$ cat config.mk
export PLATFORM = sky130hd
export DESIGN_NAME = icmr_fifo
export DESIGN_NICKNAME = d
export VERILOG_FILES = /design/src/rtl/icmr_fifo.sv
export VERILOG_INCLUDE_DIRS = /design/src /design/src/rtl
export SDC_FILE = /design/constraint.sdc
export NUM_CORES = 1
export LEC_CHECK = 0
export BUFFER_PORTS_ARGS = -buffer_cell sky130_fd_sc_hd__buf_2
export CAP_MARGIN = 15
export CORE_ASPECT_RATIO = 1.25
export CORE_MARGIN = 4
export CORE_UTILIZATION = 25
export CTS_CLUSTER_SIZE = 24
export DETAILED_ROUTE_END_ITERATION = 12
export PLACE_DENSITY = 0.49
export SYNTH_ARGS = -nofsm -noshare
export SYNTH_HDL_FRONTEND = slang
export SYNTH_SLANG_ARGS = --single-unit
$ cat constraint.sdc
create_clock -name clk -period 6.3 [get_ports clk]
set_clock_uncertainty 0.2 [all_clocks]
set_input_delay 1.26 -clock clk [delete_from_list [all_inputs] [get_ports clk]]
set_output_delay 1.26 -clock clk [all_outputs]
set_load 0.05 [all_outputs]
$ cat src/rtl/int8_conv_mac_requantize_unit_assert.svh
// Assertion macros shared by the requantizing MAC unit.
// Depends on nothing; included by the files that carry checks.
`ifndef INT8_CONV_MAC_REQUANTIZE_UNIT_ASSERT_SVH
`define INT8_CONV_MAC_REQUANTIZE_UNIT_ASSERT_SVH

// Condition must hold at every edge out of reset
`define ICMR_ASSERT_ALWAYS(label, clk, rst_n, cond) \
	label: assert property (@(posedge clk) disable iff (!rst_n) (cond)) \
		else $error("icmr check failed");

// Same-cycle implication
`define ICMR_ASSERT_IMPLIES(label, clk, rst_n, ante, cons) \
	label: assert property (@(posedge clk) disable iff (!rst_n) (ante) |-> (cons)) \
		else $error("icmr check failed");

// Next-cycle implication
`define ICMR_ASSERT_NEXT(label, clk, rst_n, ante, cons) \
	label: assert property (@(posedge clk) disable iff (!rst_n) (ante) |=> (cons)) \
		else $error("icmr check failed");

`endif

$ cat src/rtl/icmr_fifo.sv
// Small register-based FIFO used for the sum queue and the result queue.
// Depends on int8_conv_mac_requantize_unit_assert.svh.
`timescale 1ns / 1ps
`include "int8_conv_mac_requantize_unit_assert.svh"

module icmr_fifo #(
	parameter int WIDTH = 32,
	parameter int DEPTH = 4
) (
	input  logic                         clk,
	input  logic                         arst_n,
	input  logic                         wr,
	input  logic [WIDTH-1:0]             wdata,
	input  logic                         rd,
	output logic [WIDTH-1:0]             rdata,
	output logic                         empty,
	output logic                         full,
	output logic [$clog2(DEPTH+1)-1:0]   count
);

	localparam int PTR_W = $clog2(DEPTH);
	localparam int CNT_W = $clog2(DEPTH + 1);

	logic [WIDTH-1:0] mem_q [DEPTH];
	logic [PTR_W-1:0] wptr_q, rptr_q;
	logic [CNT_W-1:0] cnt_q;

	function automatic logic [PTR_W-1:0] ptr_inc(input logic [PTR_W-1:0] p);
		ptr_inc = (p == PTR_W'(DEPTH - 1)) ? '0 : p + 1'b1;
	endfunction

	// storage, no reset on payload
	always_ff @(posedge clk) begin
		if (wr) begin
			mem_q[wptr_q] <= wdata;
		end
	end

	// pointers and occupancy
	always_ff @(posedge clk or negedge arst_n) begin
		if (!arst_n) begin
			wptr_q <= '0;
			rptr_q <= '0;
			cnt_q  <= '0;
		end else begin
			if (wr) begin
				wptr_q <= ptr_inc(wptr_q);
			end
			if (rd) begin
				rptr_q <= ptr_inc(rptr_q);
			end
			if (wr && !rd) begin
				cnt_q <= cnt_q + 1'b1;
			end else if (rd && !wr) begin
				cnt_q <= cnt_q - 1'b1;
			end
		end
	end

	assign rdata = mem_q[rptr_q];
	assign empty = (cnt_q == '0);
	assign full  = (cnt_q == CNT_W'(DEPTH));
	assign count = cnt_q;

	`ICMR_ASSERT_IMPLIES(a_no_overflow, clk, arst_n, wr, !full)
	`ICMR_ASSERT_IMPLIES(a_no_underflow, clk, arst_n, rd, !empty)
	`ICMR_ASSERT_NEXT(a_count_rises, clk, arst_n, wr && !rd, cnt_q == $past(cnt_q) + 1'b1)

endmodule

==> impl_metrics.ini <==
[critical_path]
path_cells = buf_4, mux4_1, buf_2
end_kind = output pin
crit_fanout = 35
worstPathArrival_ns = 2.19
cp_top_family = buffers and inverters
start_kind = register
crit_slowest_cell = mux4_1
cp_num_buf_inv = 2
crit_path_max_incr_delay_ns = 0.64
critPathRequiredTime_ns = 4.84
r2r_setup_slack_ns = 4.20
path_class = reg -> out

[detailed_routing]
wl_um = 9540
wl_per_cell_um = 16.7
drt-initial-drc-count = 84
vias = 2282
drcViolationCount = 0
viasPerCell = 4.00
drtPass1Iterations = 5
ant_nets = 0

[clock_network]
htreeDepth = 4
cts_resized = 0
clock_sinks = 135
hold_buffers = 0
cts_tree = built
cts_inserted_buffers = 17
clockRootBuffer = clkbuf_16
clockBufferDepth = 2
clk_pin_slew_ns = 0.06
clock_latency_ns = 0.41
post_cts_buffers = 0

[logic_synthesis]
avgSynthCellArea_um2 = 24.8
synth_cell_types = 20
ys_ff_latch = 135
yosys-top-cells-area = edfxtp_1, mux4_2, dfrtp_1, mux4_1, ha_1
synth_top_area_share_pct = 75.6
seq_area_frac_synth_pct = 79.1
syn_nets = 248
synthesis.area_um2 = 5080
yosys_warnings = 0
synth_area_leader_cell = edfxtp_1
synth_cells = 205

[place]
gp_congestion = 0.616
placed_cell_area_um2 = 5700
portBuffers = 72
dpl.hpwl_um = 5480

[power_and_ir_drop]
intPower_w = 0.00209
combPwrFrac_pct = 34.8
p_seq_share_pct = 37.6
power_density_nw_per_um2 = 534
net-switching-power_w = 0.00125
clkPwrFrac_pct = 27.5
cellLeakagePower_nw = 2.16
switching_share_pct = 37.5
ir_drop_v = 0.000246

[sta]
post-route-period-util_pct = 57.9
fmax_ghz = 0.274
final.setup.tns_ns = 0
hold_viol_final = 0
relSlewSlack_pct = 33.5
worst_pin_slew_ns = 0.997
rsz0062_at_grt = no
slew_viol_final = 0
fin_crit_ns = 3.65
setup_viol = 0

[min_path]
min_path_type = reg -> reg

[finish]
area_growth_pct = 23.0
drive_above_1_share_pct = 45.5
fin_area_um2 = 6250
finish.utilization_pct = 31.2
nets = 332
insertedDiodeCount = 0

[global_route]
use_met1_pct = 10.6
met3_usage_pct = 3.61
grt.total_usage_pct = 8.98
overflow = 0
antenna_found_initial = 0
use_met2_pct = 14.5
globalRoute.busiestLayer = met2
grt_max_degree = 36
grt_pass1_wl_um = 14700
grt_pass1_vias = 2561

[outcome]
outcome = completed

[die]
rows = 58
die_area_um2 = 22700
fp.dieH_um = 167
die_w_um = 136
io_pins = 73
start_util_pct = 25.4
fp.coreArea_um2 = 20000

[job]
cap_viol_max_count = 0
-- state kept, by name (all words and copies together), names as in the netlist --
signal,count
mem_q,128
count,3
rptr_q,2
wptr_q,2
-- cells in the mapped netlist --
cell type	instances
mux2_2	3
nor3b_1	1
xor2_1	2
buf_6	1
inv_1	4
nor2_1	3
nor3_1	1
buf_12	3
clkbuf_1	1
and2_1	4
buf_2	3
mux4_2	28
mux4_1	4
xnor2_1	1
nand2_1	2
dfrtp_1	7
fa_1	1
ha_1	6
edfxtp_1	128
o21ai_0	2
-- through the flow --
step                total power, W  instances  hold slack [ns]  setup slack [ns]
detailed placement         0.00247        540            0.309              3.00
floorplan                  0.00222        205            0.357              2.96
global route               0.00350        571            0.357              2.47
CTS                        0.00341        571            0.323              2.54
finish                     0.00334        571            0.322              2.65
global placement           0.00245        540            0.294              3.01
-- logic make-up after synthesis --
group	synth area share [%]
flops	79.1
mux	15.1
buf+inv	2.07
simple gates	1.11
fa+ha+maj	1.87
xor+xnor	0.517
compound gates	0.197
-- layer usage --
metal,up-vias,routed length (um)
met3,14,484
met2,57,4910
met4,0,167
li1,1021,-
met1,1190,3980
met5,-,0
-- cell usage in the layout, fill, tap and decap left out, types with 3 or more instances in the layout --
cell type  Yosys  layout
dfrtp_1        7       5
mux4_1         4       4
clkbuf_1       1       4
ha_1           6       6
and2_2         0       4
edfxtp_1     128     128
buf_2          3      72
mux4_2        28      28
clkbuf_16      0      17
clkinv_2       0       6
mux2_2         3       3
inv_1          4       4
nor2_1         3       3
-- worst paths after layout --
| check | cells past startpoint | endpoint | from |
|---|---|---|---|
| worst max-delay path | 3 | rdata[14] | rptr_q[0]$_DFFE_PN0P_ |
| worst min-delay path | 1 | count[2]$_DFFE_PN0P_ | count[2]$_DFFE_PN0P_ |
| worst max register to register | 3 | mem_q[2][22]$_DFFE_PP_ | wptr_q[0]$_DFFE_PN0P_ |
| worst min register to register | 1 | count[2]$_DFFE_PN0P_ | count[2]$_DFFE_PN0P_ |
| max in group asynchronous | 1 | rptr_q[1]$_DFFE_PN0P_ | arst_n |
| min in group asynchronous | 1 | count[2]$_DFFE_PN0P_ | arst_n |
-- power groups by stage --
| stage | Sequential, W | Combinational [W] | Clock [W] |
|---|---|---|---|
| final | 0.00125 | 0.00116 | 0.000919 |
| after global routing | 0.00127 | 0.00124 | 0.000984 |
| after CTS | 0.00126 | 0.00120 | 0.000949 |
| after detailed placement | 0.00128 | 0.00119 | 0 |
| after global placement | 0.00127 | 0.00118 | 0 |
| after floorplan | 0.00125 | 0.000979 | 0 |
-- final cells by class --
cell class,instances,area [um^2]
Clock buffer,21,440
Clock inverter,10,106
Fill cell,2003,13800
Inverter,4,15.0
Multi-Input combinational cell,58,962
Sequential cell,135,4020
Tap cell,270,338
Timing Repair Buffer,73,368
Power figures use the tool's default switching activity.
