$ cat config.mk
export PLATFORM = sky130hd
export DESIGN_NAME = icmr_mac_front
export DESIGN_NICKNAME = d
export VERILOG_FILES = /design/src/rtl/int8_conv_mac_requantize_unit_assert.svh /design/src/rtl/icmr_pkg.sv /design/src/rtl/icmr_mac_front.sv
export SDC_FILE = /design/constraint.sdc
export NUM_CORES = 1
export LEC_CHECK = 0
export BUFFER_PORTS_ARGS = -buffer_cell sky130_fd_sc_hd__buf_2
export CAP_MARGIN = 20
export CORE_MARGIN = 5
export CORE_UTILIZATION = 31
export DETAILED_ROUTE_END_ITERATION = 8
export PLACE_DENSITY_LB_ADDON = 0.05
export SETUP_SLACK_MARGIN = 0.3
export SLEW_MARGIN = 40
export SYNTH_ARGS = -nofsm -noshare
export SYNTH_HDL_FRONTEND = slang
export SYNTH_SLANG_ARGS = --single-unit
$ cat constraint.sdc
create_clock -name clk -period 4.61 [get_ports clk]
set_input_delay 1.383 -clock clk [delete_from_list [all_inputs] [get_ports clk]]
set_output_delay 1.383 -clock clk [all_outputs]
set_load 0.03 [all_outputs]
$ cat src/rtl/int8_conv_mac_requantize_unit_assert.svh
// Assertion macros shared by the requantizing MAC unit.
// Depends on nothing; included by the files that carry checks.
`ifndef INT8_CONV_MAC_REQUANTIZE_UNIT_ASSERT_SVH
`define INT8_CONV_MAC_REQUANTIZE_UNIT_ASSERT_SVH

// Condition must hold at every edge out of reset
`define ICMR_ASSERT_ALWAYS(label, clk, rst_n, cond) \
	label: assert property (@(posedge clk) disable iff (!rst_n) (cond)) \
		else $error("icmr check failed");

// Same-cycle implication
`define ICMR_ASSERT_IMPLIES(label, clk, rst_n, ante, cons) \
	label: assert property (@(posedge clk) disable iff (!rst_n) (ante) |-> (cons)) \
		else $error("icmr check failed");

// Next-cycle implication
`define ICMR_ASSERT_NEXT(label, clk, rst_n, ante, cons) \
	label: assert property (@(posedge clk) disable iff (!rst_n) (ante) |=> (cons)) \
		else $error("icmr check failed");

`endif

$ cat src/rtl/icmr_pkg.sv
// Package for the requantizing MAC unit: widths, register indexes,
// reset values and the configuration struct. No dependencies.
`timescale 1ns / 1ps

package icmr_pkg;

	localparam int ACT_W      = 8;
	localparam int OFS_W      = 9;
	localparam int OPD_W      = 10;
	localparam int TERM_W     = 2 * OPD_W;
	localparam int ACC_W      = 32;
	localparam int PROD_W     = 2 * ACC_W;
	localparam int MULT_W     = 31;
	localparam int SHIFT_W    = 6;
	localparam int RES_W      = 8;
	localparam int CFG_IDX_W  = 3;
	localparam int CFG_DATA_W = 31;

	localparam int DEF_SUM_DEPTH = 4;
	localparam int DEF_RES_DEPTH = 4;

	// register indexes
	localparam logic [CFG_IDX_W-1:0] REG_INPUT_ZERO_OFFSET  = 3'd0;
	localparam logic [CFG_IDX_W-1:0] REG_WEIGHT_ZERO_OFFSET = 3'd1;
	localparam logic [CFG_IDX_W-1:0] REG_RESULT_ZERO_OFFSET = 3'd2;
	localparam logic [CFG_IDX_W-1:0] REG_SCALE_MULTIPLIER   = 3'd3;
	localparam logic [CFG_IDX_W-1:0] REG_SCALE_SHIFT        = 3'd4;
	localparam logic [CFG_IDX_W-1:0] REG_CLAMP_LOW          = 3'd5;
	localparam logic [CFG_IDX_W-1:0] REG_CLAMP_HIGH         = 3'd6;

	// reset values
	localparam logic [MULT_W-1:0] RST_SCALE_MULT = 31'h4000_0000;
	localparam logic [RES_W-1:0]  RST_CLAMP_LOW  = 8'h80;
	localparam logic [RES_W-1:0]  RST_CLAMP_HIGH = 8'h7f;

	// rounding constant of the Q0.31 scaling, 2^30
	localparam logic [PROD_W-1:0] SCALE_ROUND = 64'h0000_0000_4000_0000;

	typedef struct packed {
		logic signed [OFS_W-1:0]   in_ofs;
		logic signed [OFS_W-1:0]   w_ofs;
		logic signed [RES_W-1:0]   res_ofs;
		logic        [MULT_W-1:0]  mult;
		logic signed [SHIFT_W-1:0] shift;
		logic signed [RES_W-1:0]   clamp_lo;
		logic signed [RES_W-1:0]   clamp_hi;
	} cfg_t;

endpackage

$ cat src/rtl/icmr_mac_front.sv
// Front end: forms each convolution term and runs the 32-bit accumulator.
// A last term hands the finished sum to the sum queue. Uses icmr_pkg.
`timescale 1ns / 1ps

module icmr_mac_front (
	input  logic                                 clk,
	input  logic                                 arst_n,
	input  icmr_pkg::cfg_t                       cfg,
	input  logic                                 take,
	input  logic signed [icmr_pkg::ACT_W-1:0]    activation,
	input  logic                                 padding,
	input  logic signed [icmr_pkg::ACT_W-1:0]    weight,
	input  logic signed [icmr_pkg::ACC_W-1:0]    bias,
	input  logic                                 first,
	input  logic                                 last,
	output logic                                 sum_wr,
	output logic [icmr_pkg::ACC_W-1:0]           sum_data,
	output logic                                 pend
);

	import icmr_pkg::*;

	logic signed [OPD_W-1:0]  opa, opb;
	logic signed [TERM_W-1:0] term;

	logic                     valid_s1;
	logic signed [TERM_W-1:0] term_s1;
	logic [ACC_W-1:0]         bias_s1;
	logic                     first_s1, last_s1;

	logic [ACC_W-1:0] acc_q;
	logic [ACC_W-1:0] acc_base, acc_next;

	// operand offsets and term product
	always_comb begin
		if (padding) begin
			opa = {cfg.in_ofs[OFS_W-1], cfg.in_ofs};
		end else begin
			opa = {{2{activation[ACT_W-1]}}, activation} + {cfg.in_ofs[OFS_W-1], cfg.in_ofs};
		end
		opb  = {{2{weight[ACT_W-1]}}, weight} + {cfg.w_ofs[OFS_W-1], cfg.w_ofs};
		term = opa * opb;
	end

	// term register
	always_ff @(posedge clk or negedge arst_n) begin
		if (!arst_n) begin
			valid_s1 <= 1'b0;
		end else begin
			valid_s1 <= take;
		end
	end

	always_ff @(posedge clk) begin
		if (take) begin
			term_s1  <= term;
			bias_s1  <= bias;
			first_s1 <= first;
			last_s1  <= last;
		end
	end

	// accumulate, restarting from bias on a first term
	always_comb begin
		acc_base = first_s1 ? bias_s1 : acc_q;
		acc_next = acc_base + {{(ACC_W-TERM_W){term_s1[TERM_W-1]}}, term_s1};
	end

	always_ff @(posedge clk or negedge arst_n) begin
		if (!arst_n) begin
			acc_q <= '0;
		end else if (valid_s1) begin
			acc_q <= acc_next;
		end
	end

	assign sum_wr   = valid_s1 && last_s1;
	assign sum_data = acc_next;
	assign pend     = valid_s1 && last_s1;

endmodule

==> results by group <==
Drt
  – DR WL met3: 556 um
  – WL final: 25540 um
  – Wl on met1: 11160 um
  – WL/cell: 14.70 um
  – Met2 Routed Length: 13330 um
  – Drc violations: 0
  – DR iter-0 viols: 178
  – ANT nets after route: 0
  – Highest metal used: met4
  – Drt pass-1 iters: 4
  – Via count: 7867
  – Vias per cell: 4.529

CTS
  – Reg clk slew, reported paths: 0.07 ns
  – H-tree depth: 3
  – CTS tree: built
  – Clock buffer depth: 2
  – Root cell of the clock tree: clkbuf_16
  – CTS Buf Count: 9
  – Post-CTS Hold Buffers: 0
  – Clock Latency Late Sink: 0.35 ns
  – Num Clock Sinks: 87

Logic synthesis
  – Post-synth EDFFs: 54
  – Synthesized instance count: 958
  – Mapped Avg Cell Area: 10.08 um2
  – Mapped cell area: 9657 um2
  – Ys flop type: edfxtp_1
  – Main area contributors after synthesis: fa_1 (20%), edfxtp_1 (17%), ha_1 (13%)
  – Sequential cell area fraction in the yosys report: 25.34%
  – Async SR Flop Fraction: 37.93%
  – Area share of the largest cell type after synthesis: 19.69%
  – Synthesized Nets: 1283
  – #FFs+latches synth: 87
  – Cell accounting for the most synthesized area: fa_1
  – Count of cell types in the netlist: 57
  – Yosys warnings: 0

Final layout
  – Final Util: 49.50%
  – Layout cell share with drive strength beyond 1: 52.05%
  – Antenna Cells: 0
  – Area Overhead vs Synth: 57.22%
  – Commonest non-fill, non-tap cell in the layout: buf_4
  – Commonest non-fill, non-tap cells in the layout: buf_4 (227), inv_1 (121), fa_1 (87), buf_6 (84), buf_2 (71)
  – Final net count: 1661
  – Final Cell Area: 15180 um2

Placed design
  – DP Worst Slack: -3.156 ns
  – Area after DPL: 12950 um2
  – RD Place Congestion: 0.8504
  – Port Buf Inserts: 105
  – Final HPWL DP: 20670 um

Timing
  – Max-slew headroom: 61.69%
  – Final WS setup: -2.536 ns
  – Clock Skews: 0.01168 ns
  – Slew @ Worst Pin: 0.5695 ns
  – Post-layout min period: 7.146 ns
  – Sum Neg Setup Slack: -37.74 ns
  – RSZ-0062 raised after global routing: yes
  – Tcrit/Tclk final: 155.0%
  – Fmax: 139.9 MHz
  – Final Max Slew Viols: 0
  – Final hold violations: 0
  – Final setup viols: 37

Global routing
  – First-pass GRT wire length: 42640 um
  – Largest net degree at the start of global routing: 36
  – Vias in the first global route: 8636
  – Initial antenna violation count: 0
  – Total global routing overflow: 0
  – Total GRT Usage: 14.70%

Floorplanning
  – DIE AREA: 34780 um2
  – DIE WIDTH: 186.5 um
  – Core area: 30670 um2
  – Die outline height: 186.5 um
  – I/O Pins: 167
  – Row count: 64
  – Initial Util: 31.49%

Hold path
  – Min-Delay Path Class: reg -> reg
  – Hold endpoint: acc_q[28]
  – Hold Path Cell Cnt: 2
  – Hold path startpoint: acc_q[28]

Worst setup path
  – Reg-to-reg setup timing slack: 0.66 ns
  – FF-to-FF End: acc_q[31]
  – Reg2Reg Depth: 16
  – CP peak stage delay: 0.57 ns
  – Data arrival time of the critical path: 7.24 ns
  – Worst setup SP type: primary input
  – CP endpoint kind: flip-flop
  – Critical Path RT: 4.70 ns
  – Critical path class: in -> reg
  – Launch point of the worst reg-to-reg path: first_s1
  – Most common cell on crit path: fa_1
  – CP max-delay cell: fa_2
  – Critical-path maximum fanout: 6

Outcome
  – Run status: complete, but fails checks
  – Failing checks: setup timing

Run
  – Max Cap Viol: 0
critical path: cells and delay by family:
family | cells | cell delay (ns)
AOI/OAI and AO/OA | 10 | 1.30
xor gates and xnor gates | 2 | 0.18
adders and majority gates | 8 | 3.18
buffers and inverters | 4 | 0.36
muxes | 1 | 0.32
and+or+nand+nor | 4 | 0.48
metal layers:
metal,GRT usage (%),vias up
met1,18.64,3794
met2,26.63,108
met3,1.457,26
met5,0,-
met4,4.120,0
li1,-,3939
worst max path at each step:
stage,cells past startpoint,slack (ns),startpoint,end
CTS,30,-2.55,cfg[71],term_s1[19]
finish,29,-2.54,cfg[70],term_s1[16]
detailed placement,29,-3.16,cfg[62],term_s1[19]
floorplan,27,-2.62,cfg[70],term_s1[16]
global placement,29,-3.09,cfg[62],term_s1[19]
global route,30,-2.80,weight[0],term_s1[16]
logic make-up after synthesis:
family | count (synthesis) | share of synthesized area, %
simple gates | 213 | 10.38
fa+ha+maj | 192 | 32.26
buf+inv | 166 | 6.608
compound gates | 159 | 10.90
flops | 87 | 25.34
xor+xnor | 71 | 6.440
mux | 70 | 8.072
sequential cells by signal, indices dropped and copies added, names as in the netlist:
name	cells
acc_q	32
bias_s1	32
term_s1	20
first_s1	1
last_s1	1
valid_s1	1
Yosys cell counts (all sizes together), types with 7 or more instances:
cell type	instances
clkbuf	18
ha	97
dfrtp	33
nor2	61
buf	7
inv	141
mux2	63
o21bai	20
edfxtp	54
nand3	12
a31oi	7
a21o	26
o21ai	27
fa	95
a21oi	49
mux2i	7
xor2	19
nand2	69
and2	22
xnor2	52
nand2b	9
nor2b	16
cell type report:
type                    count  area, um2
flip-flops and latches     87       2447
clock buffers              11      242.7
inverters                 141      531.8
fillers                  2910      15490
repair buffers            392       3198
well taps                 396      495.5
clock inverters             5      57.56
multi-input cells         705       8209
per-stage QoR:
stage / cells / hold WS [ns]
global route: 1737 / 0.5206
CTS: 1709 / 0.4798
global placement: 1658 / 0.4628
detailed placement: 1659 / 0.4640
finish: 1737 / 0.4800
floorplan: 958 / 0.4444
timing repair:
| action | 4_1_cts | 5_1_grt |
|---|---|---|
| endpoints found under the hold margin | 0 | 0 |
| resized for setup | 196 | 120 |
| buffers inserted | 34 | 28 |
| pin swaps | 90 | 105 |
| setup endpoints to repair | 43 | 44 |
Power is not shown: default switching activity piles up to over one toggle a cycle in this logic, so the estimate is an artifact.
